File: src/rtl/jcws_pkg.sv
`timescale 1ns / 1ps

package jcws_pkg;

	// Width of the running output count. It wraps modulo two to this power.
	localparam int COUNT_WIDTH = 32;
	localparam int OUT_LEN_W = 32;

	// Depth of the queue between the classifier and the result sequencer.
	localparam int QUEUE_DEPTH = 4;
	localparam int QPTR_W = $clog2(QUEUE_DEPTH);

	localparam logic [7:0] CH_BACKSLASH = 8'h5C;
	localparam logic [7:0] CH_QUOTE = 8'h22;
	localparam logic [7:0] CH_SLASH = 8'h2F;
	localparam logic [7:0] CH_STAR = 8'h2A;
	localparam logic [7:0] CH_LF = 8'h0A;
	localparam logic [7:0] CH_CR = 8'h0D;
	localparam logic [7:0] CH_TAB = 8'h09;
	localparam logic [7:0] CH_SPACE = 8'h20;
	localparam logic [7:0] CH_NUL = 8'h00;

	localparam logic KIND_CHAR = 1'b0;
	localparam logic KIND_DONE = 1'b1;

	// What one input byte asks the back end to emit, in this order:
	// a released slash, the byte itself, a flushed slash, the done marker.
	typedef struct packed {
		logic       slash_pre;
		logic       keep;
		logic [7:0] data;
		logic       slash_post;
		logic       done;
	} op_t;

endpackage

File: src/rtl/jcws_fifo.sv
`timescale 1ns / 1ps

module jcws_fifo (
	input  logic            clk,
	input  logic            arst_n,
	input  logic            push,
	input  jcws_pkg::op_t   push_op,
	input  logic            pop,
	output jcws_pkg::op_t   head_op,
	output logic            full,
	output logic            empty
);

	jcws_pkg::op_t mem_q [jcws_pkg::QUEUE_DEPTH];
	logic [jcws_pkg::QPTR_W-1:0] wr_ptr_q;
	logic [jcws_pkg::QPTR_W-1:0] rd_ptr_q;
	logic [jcws_pkg::QPTR_W:0]   fill_q;

	assign full    = (fill_q == (jcws_pkg::QPTR_W+1)'(jcws_pkg::QUEUE_DEPTH));
	assign empty   = (fill_q == '0);
	assign head_op = mem_q[rd_ptr_q];

	always_ff @(posedge clk) begin
		if (push && !full) begin
			mem_q[wr_ptr_q] <= push_op;
		end
	end

	always_ff @(posedge clk or negedge arst_n) begin
		if (!arst_n) begin
			wr_ptr_q <= '0;
			rd_ptr_q <= '0;
			fill_q   <= '0;
		end else begin
			if (push && !full) begin
				wr_ptr_q <= wr_ptr_q + 1'b1;
			end
			if (pop && !empty) begin
				rd_ptr_q <= rd_ptr_q + 1'b1;
			end
			case ({push && !full, pop && !empty})
				2'b10:   fill_q <= fill_q + 1'b1;
				2'b01:   fill_q <= fill_q - 1'b1;
				default: fill_q <= fill_q;
			endcase
		end
	end

endmodule

File: src/rtl/jcws_front.sv
`timescale 1ns / 1ps

module jcws_front (
	input  logic          clk,
	input  logic          arst_n,
	input  logic          accept,
	input  logic [7:0]    text_byte,
	input  logic          last_byte,
	output logic          push,
	output jcws_pkg::op_t push_op
);

	logic in_str_q, line_q, block_q, star_q, slash_held_q, esc_q, prev_bs_q, ended_q;
	logic in_str_d, line_d, block_d, star_d, slash_held_d, esc_d, prev_bs_d, ended_d;
	logic esc;
	logic do_plain;
	jcws_pkg::op_t op;

	always_comb begin
		in_str_d     = in_str_q;
		line_d       = line_q;
		block_d      = block_q;
		star_d       = star_q;
		slash_held_d = slash_held_q;
		esc_d        = esc_q;
		prev_bs_d    = prev_bs_q;
		ended_d      = ended_q;
		do_plain     = 1'b0;
		op           = '0;
		op.data      = text_byte;
		esc          = !esc_q && prev_bs_q;

		if (!ended_q) begin
			esc_d     = esc;
			prev_bs_d = (text_byte == jcws_pkg::CH_BACKSLASH);

			if (text_byte != jcws_pkg::CH_NUL) begin
				if (slash_held_q) begin
					slash_held_d = 1'b0;
					if (text_byte == jcws_pkg::CH_SLASH) begin
						line_d = 1'b1;
					end else if (text_byte == jcws_pkg::CH_STAR) begin
						block_d = 1'b1;
						star_d  = 1'b0;
					end else begin
						op.slash_pre = 1'b1;
						do_plain     = 1'b1;
					end
				end else if (line_q) begin
					if (text_byte == jcws_pkg::CH_CR || text_byte == jcws_pkg::CH_LF) begin
						line_d = 1'b0;
					end
				end else if (block_q) begin
					if (text_byte == jcws_pkg::CH_SLASH && star_q) begin
						block_d = 1'b0;
						star_d  = 1'b0;
					end else begin
						star_d = (text_byte == jcws_pkg::CH_STAR);
					end
				end else begin
					do_plain = 1'b1;
				end
			end

			// A held slash is only ever outside a string, so the string flag
			// read here is the right one on both paths.
			if (do_plain) begin
				if (text_byte == jcws_pkg::CH_QUOTE && !esc) begin
					in_str_d = !in_str_q;
					op.keep  = 1'b1;
				end else if (in_str_q) begin
					op.keep = (text_byte != jcws_pkg::CH_LF) && (text_byte != jcws_pkg::CH_CR);
				end else if (text_byte == jcws_pkg::CH_SLASH) begin
					slash_held_d = 1'b1;
				end else begin
					op.keep = (text_byte != jcws_pkg::CH_SPACE) && (text_byte != jcws_pkg::CH_TAB)
						&& (text_byte != jcws_pkg::CH_LF) && (text_byte != jcws_pkg::CH_CR);
				end
			end

			if (text_byte == jcws_pkg::CH_NUL || last_byte) begin
				if (slash_held_d) begin
					slash_held_d  = 1'b0;
					op.slash_post = 1'b1;
				end
				op.done = 1'b1;
				ended_d = 1'b1;
			end
		end
	end

	assign push    = accept && (op.slash_pre || op.keep || op.slash_post || op.done);
	assign push_op = op;

	always_ff @(posedge clk or negedge arst_n) begin
		if (!arst_n) begin
			in_str_q     <= 1'b0;
			line_q       <= 1'b0;
			block_q      <= 1'b0;
			star_q       <= 1'b0;
			slash_held_q <= 1'b0;
			esc_q        <= 1'b0;
			prev_bs_q    <= 1'b0;
			ended_q      <= 1'b0;
		end else if (accept) begin
			in_str_q     <= in_str_d;
			line_q       <= line_d;
			block_q      <= block_d;
			star_q       <= star_d;
			slash_held_q <= slash_held_d;
			esc_q        <= esc_d;
			prev_bs_q    <= prev_bs_d;
			ended_q      <= ended_d;
		end
	end

endmodule

File: src/rtl/jcws_back.sv
`timescale 1ns / 1ps

module jcws_back (
	input  logic                           clk,
	input  logic                           arst_n,
	input  jcws_pkg::op_t                  head_op,
	input  logic                           q_empty,
	output logic                           pop,
	output logic                           out_valid,
	input  logic                           out_stall,
	output logic                           result_kind,
	output logic [7:0]                     out_byte,
	output logic [jcws_pkg::OUT_LEN_W-1:0] out_length
);

	jcws_pkg::op_t work_q;
	jcws_pkg::op_t work_rest;
	logic work_busy;
	logic can_issue;
	logic issue;
	logic rest_empty;
	logic sel_kind;
	logic [7:0] sel_byte;
	logic [jcws_pkg::COUNT_WIDTH-1:0] count_q;
	logic [jcws_pkg::COUNT_WIDTH-1:0] count_next;
	logic out_valid_q;
	logic kind_q;
	logic [7:0] byte_q;
	logic [jcws_pkg::OUT_LEN_W-1:0] length_q;

	assign work_busy = work_q.slash_pre || work_q.keep || work_q.slash_post || work_q.done;
	assign can_issue = !out_valid_q || !out_stall;
	assign issue     = work_busy && can_issue;

	// Emit the earliest pending result and retire it from the work entry.
	always_comb begin
		work_rest = work_q;
		sel_kind  = jcws_pkg::KIND_CHAR;
		sel_byte  = jcws_pkg::CH_SLASH;
		if (work_q.slash_pre) begin
			work_rest.slash_pre = 1'b0;
		end else if (work_q.keep) begin
			work_rest.keep = 1'b0;
			sel_byte       = work_q.data;
		end else if (work_q.slash_post) begin
			work_rest.slash_post = 1'b0;
		end else begin
			work_rest.done = 1'b0;
			sel_kind       = jcws_pkg::KIND_DONE;
			sel_byte       = 8'h00;
		end
	end

	assign rest_empty = !(work_rest.slash_pre || work_rest.keep || work_rest.slash_post
		|| work_rest.done);
	assign pop = !q_empty && (!work_busy || (issue && rest_empty));
	assign count_next = (sel_kind == jcws_pkg::KIND_CHAR) ? count_q + 1'b1 : count_q;

	always_ff @(posedge clk or negedge arst_n) begin
		if (!arst_n) begin
			work_q      <= '0;
			count_q     <= '0;
			out_valid_q <= 1'b0;
		end else begin
			if (pop) begin
				work_q <= head_op;
			end else if (issue) begin
				work_q <= work_rest;
			end
			if (issue) begin
				count_q     <= count_next;
				out_valid_q <= 1'b1;
			end else if (!out_stall) begin
				out_valid_q <= 1'b0;
			end
		end
	end

	always_ff @(posedge clk) begin
		if (issue) begin
			kind_q   <= sel_kind;
			byte_q   <= sel_byte;
			length_q <= jcws_pkg::OUT_LEN_W'(count_next);
		end
	end

	assign out_valid   = out_valid_q;
	assign result_kind = kind_q;
	assign out_byte    = byte_q;
	assign out_length  = length_q;

endmodule

File: src/rtl/json_comment_whitespace_stripper.sv
`timescale 1ns / 1ps

// Minifies JSON text streamed one byte per request: whitespace and comments outside
// strings are removed, CR and LF are dropped inside strings, and a slash is held back
// until the next byte shows whether a comment starts. A zero byte or a byte marked last
// ends the text with a done result carrying the final length; later bytes are taken
// and ignored until reset. A request is classified in the cycle it is accepted, so
// input runs at one byte per cycle unless the queue is full; results leave one per
// cycle from the output register unless out_stall holds them, and the four-entry
// queue between them absorbs bytes with two or three results: released slash, flushed
// slash, done marker. Results pass the queue, the work entry and the output register.
module json_comment_whitespace_stripper (
	input  logic                           clk,
	input  logic                           arst_n,
	input  logic                           in_valid,
	output logic                           in_stall,
	input  logic [7:0]                     text_byte,
	input  logic                           last_byte,
	output logic                           out_valid,
	input  logic                           out_stall,
	output logic                           result_kind,
	output logic [7:0]                     out_byte,
	output logic [jcws_pkg::OUT_LEN_W-1:0] out_length
);

	logic accept;
	logic push;
	logic pop;
	logic q_full;
	logic q_empty;
	jcws_pkg::op_t push_op;
	jcws_pkg::op_t head_op;

	assign in_stall = q_full;
	assign accept   = in_valid && !q_full;

	jcws_front u_front (
		.clk       (clk),
		.arst_n    (arst_n),
		.accept    (accept),
		.text_byte (text_byte),
		.last_byte (last_byte),
		.push      (push),
		.push_op   (push_op)
	);

	jcws_fifo u_fifo (
		.clk     (clk),
		.arst_n  (arst_n),
		.push    (push),
		.push_op (push_op),
		.pop     (pop),
		.head_op (head_op),
		.full    (q_full),
		.empty   (q_empty)
	);

	jcws_back u_back (
		.clk         (clk),
		.arst_n      (arst_n),
		.head_op     (head_op),
		.q_empty     (q_empty),
		.pop         (pop),
		.out_valid   (out_valid),
		.out_stall   (out_stall),
		.result_kind (result_kind),
		.out_byte    (out_byte),
		.out_length  (out_length)
	);

endmodule

File: config.mk
export PLATFORM = sky130hd
export DESIGN_NAME = json_comment_whitespace_stripper
export DESIGN_NICKNAME = d
export VERILOG_FILES = /design/src/rtl/jcws_pkg.sv /design/src/rtl/jcws_fifo.sv /design/src/rtl/jcws_front.sv /design/src/rtl/jcws_back.sv /design/src/rtl/json_comment_whitespace_stripper.sv
export SDC_FILE = /design/constraint.sdc
export NUM_CORES = 1
export LEC_CHECK = 0
export BUFFER_PORTS_ARGS = -buffer_cell sky130_fd_sc_hd__buf_2
export CAP_MARGIN = 40
export CORE_ASPECT_RATIO = 0.8
export CORE_MARGIN = 2
export CORE_UTILIZATION = 60
export CTS_BUF_LIST = sky130_fd_sc_hd__clkbuf_8
export CTS_CLUSTER_DIAMETER = 100
export DETAILED_ROUTE_END_ITERATION = 12
export GPL_TIMING_DRIVEN = 0
export MAX_ROUTING_LAYER = met4
export PLACE_DENSITY_LB_ADDON = 0.25
export SKIP_CTS_REPAIR_TIMING = 1
export SYNTH_ARGS = -nofsm -noshare
export SYNTH_HDL_FRONTEND = slang
export SYNTH_SLANG_ARGS = --single-unit
File: constraint.sdc
create_clock -name clk -period 5 [get_ports clk]
set_input_delay 1.5 -clock clk [delete_from_list [all_inputs] [get_ports clk]]
set_output_delay 1.5 -clock clk [all_outputs]
set_load 0.02 [all_outputs]
==> summary.md <==
| Metric | Value |
|---|---|
| Outcome | `completed` |
| Detailed Place HPWL | `7620 um` |
| Cell with the most instances after synthesis | `edfxtp_1` |
| CP required | `5360 ps` |
| Hold Path Cell Cnt | `2` |
| Largest net degree at the start of global routing | `42` |
| Maxcap violations | `0` |
| Max-slew headroom | `0.589` |
| Seq/Total Area, Yosys | `0.641` |
| Width of the die | `121 um` |
| Met3 routed WL | `468 um` |
| Synth top cells by count | `edfxtp_1 (89), dfrtp_1 (60), nand2_1 (57)` |
| Synth area leaders | `edfxtp_1 (41%), dfrtp_1 (23%), xor2_1 (5.0%)` |
| Reg2reg end | `u_fifo.fill_q[2]` |
| TritonCTS Sinks | `149` |
| Num rows | `34` |
| Setup-failing EPs final | `0` |
| Crit-path max FO | `7` |
| Worst Path Buf+Inv | `4` |
| Minimum clock period after layout | `3880 ps` |
| GR Util All Layers | `0.216` |
| Vias in the first global route | `3,768` |
| Highest cell delay on the worst timing path | `390 ps` |
| Peak VDD IR | `0.252 mV` |
| Tcrit/Tclk final | `0.777` |
| Initial DRC count | `283` |
| Worst EP arrival | `4240 ps` |
| Final Hold Fails | `0` |
| Syn Area/Cell | `13.6 um^2` |
| Final net count | `574` |
| Clk_lat worst skew | `440 ps` |
| Routed Antenna Nets | `0` |
| Mapped Nets | `498` |
| DR WL/cell | `15.8 um` |
| Final Slew Violations | `0` |
| Distinct cell type count after synthesis | `56` |
| CP top delay family | `compound AO/OA/AOI/OAI gates` |
| Die Ht | `97.2 um` |
| Die Area | `11,700 um^2` |
| Non-filler instance count after layout | `711` |
| Drt total wl | `11,300 um` |
| Critical path's slowest cell | `o31ai_1` |
| Placed Instances | `679` |
| HP Class | `flop to flop` |
| Layout area overhead | `14.4%` |
| DRC viols | `0` |
| Cells after Synth | `478` |
| M1 WL | `5440 um` |
| # port buffers | `55` |
| Routability cong. | `0.826` |
| Pre-CTS setup slack | `710 ps` |
| Maximum clock rate | `0.257 GHz` |
| First-pass GRT wire length | `18,800 um` |
| Fraction of layout cells with a size suffix above 1 | `0.231` |
| I/O Pins | `56` |
| Pwr/cell area | `499 nW/um^2` |
| Endpoint, Worst Hold | `u_front.esc_q` |
| R2R Path Start | `u_fifo.fill_q[0]` |
| Worst Setup End Kind | `flop` |
| Async SR Flop Fraction | `0.403` |
| Reg clk slew, reported paths | `80 ps` |
| Syn Std Cell Area | `6510 um^2` |
| Synthesized flop and latch total | `149` |
| Number of synthesized flops with an enable pin | `89` |
| Vias/cell | `5.42` |
| Final WS setup | `1120 ps` |
| R2r setup slk | `1810 ps` |
| DR pass1 iterations | `4` |
| Worst setup SP type | `primary input` |
| Top FF cell, synth | `edfxtp_1` |
| Starting Density | `0.608` |
| Total congestion overflow | `0` |
| RSZ-0062 raised after global routing | `false` |
| Setup CP Type | `primary input to flop` |
| CTS buffer count | `17` |
| Core box area | `10,700 um^2` |
| Clock Root Buffer | `clkbuf_8` |
| Final Power | `0.00372 W` |
| Final Skew | `11.9 ps` |
| Cell chain of the critical path | `buf_2, or3_1, buf_2, o31ai_1, o31a_2, or3_1, o22ai_2, inv_1, ha_1, inv_1, fa_1, xor2_1, nor2_1, xor2_1` |
| P_leak | `3.09 nW` |
| Clock Path Buffers | `2` |
| Routed wl met2 | `5190 um` |
| Top sig layer | `met4` |
| Yosys top cell by area | `edfxtp_1` |
| Hold Startpoint | `u_front.esc_q` |
| CTS tree | `built` |
| Setup_tns | `0 ps` |
| Initial antenna violation count | `0` |
| Measured slew at the worst slew-check pin | `616 ps` |
| Htree depth | `4` |
| Yosys warning count | `0` |
| Via count | `3,854` |
| Post-Route Utilization | `0.695` |
| Diode count | `0` |
| Synth top area share | `0.410` |
| FF-to-FF path depth | `13` |
==> cell usage in the layout, fill, tap and decap left out, types with 3 or more instances in the layout <==
| master | instances |
|---|---|
| nor2_1 | 33 |
| and2_1 | 9 |
| o21ai_0 | 7 |
| inv_1 | 16 |
| or3_1 | 8 |
| nand3_1 | 9 |
| nand2_1 | 57 |
| clkbuf_8 | 18 |
| buf_2 | 63 |
| nor3_1 | 11 |
| clkbuf_1 | 6 |
| dfrtp_1 | 60 |
| xor2_1 | 37 |
| ha_1 | 6 |
| mux4_2 | 12 |
| xnor2_1 | 33 |
| and3_1 | 4 |
| nor3_2 | 4 |
| o31ai_1 | 4 |
| nand2b_1 | 5 |
| nand4_1 | 7 |
| bufinv_16 | 5 |
| edfxtp_1 | 89 |
| mux2_2 | 9 |
| a21oi_1 | 3 |
==> stage by stage <==
step / hold slack, ps / cell area (um^2)
floorplan: 441 / 6520
global placement: 459 / 6970
detailed placement: 469 / 7010
CTS: 487 / 7450
global route: 515 / 7450
finish: 483 / 7450
==> logic make-up after synthesis <==
| group | count (synthesis) | synth area share |
|---|---|---|
| XOR/XNOR | 70 | 0.0941 |
| multiplexers | 23 | 0.0601 |
| adder cells (fa/ha/maj) | 8 | 0.0161 |
| AO/OA/AOI/OAI | 30 | 0.0334 |
| buffers and inverters | 30 | 0.0204 |
| AND/OR/NAND/NOR | 168 | 0.135 |
| flip-flops | 149 | 0.641 |
==> sequential cells by signal, summed over array words and instances, names as in the netlist, 2 cells and up <==
signal,cells
u_back.count_q,32
u_fifo.rd_ptr_q,2
u_back.out_byte,8
u_fifo.mem_q,48
u_fifo.fill_q,3
u_back.work_q,12
u_fifo.wr_ptr_q,2
u_back.out_length,32
==> routing by layer <==
layer | up-vias | track usage
met3 | 16 | 0.0552
met1 | 1904 | 0.314
li1 | 1849 | -
met2 | 85 | 0.303
met5 | - | -
met4 | 0 | 0.0698
==> where the power goes <==
part           switching [W]  internal (W)  total (W)  leakage (nW)
clock               0.000418      0.000597    0.00101         0.235
sequential          0.000116       0.00157    0.00169          1.63
combinational       0.000596      0.000419    0.00101          1.22
==> worst register-to-register path, stage by stage, from the launching register on <==
cell and delay [ps]:
dfrtp_1 430, nor3b_1 550, nand2b_1 200, or2_1 100
clkbuf_1 370, or3_1 190, o22ai_2 120, inv_1 120
ha_1 190, inv_1 60, fa_1 370, xor2_1 150
nor2_1 130, xor2_1 150
==> area by class of cell <==
type                       instances  area, um^2
buffer                            16        77.6
clock buffer                      18         248
clock inverter                    14         195
fill                             758        3270
inverter                          14        55.1
multi-input combinational        299        2210
sequential                       149        4170
tap                              144         180
timing repair buffer              57         315
==> worst max path at each step <==
stage / slack, ps / cells after the start / from / end
global route: 930 / 14 / text_byte[1] / u_fifo.fill_q[2]
global placement: 750 / 14 / text_byte[4] / u_fifo.fill_q[2]
finish: 1120 / 14 / text_byte[4] / u_fifo.fill_q[2]
floorplan: 1110 / 12 / text_byte[0] / u_fifo.fill_q[2]
CTS: 1130 / 14 / text_byte[4] / u_fifo.fill_q[2]
detailed placement: 710 / 14 / text_byte[4] / u_fifo.fill_q[2]
(Power assumes the default switching activity.)
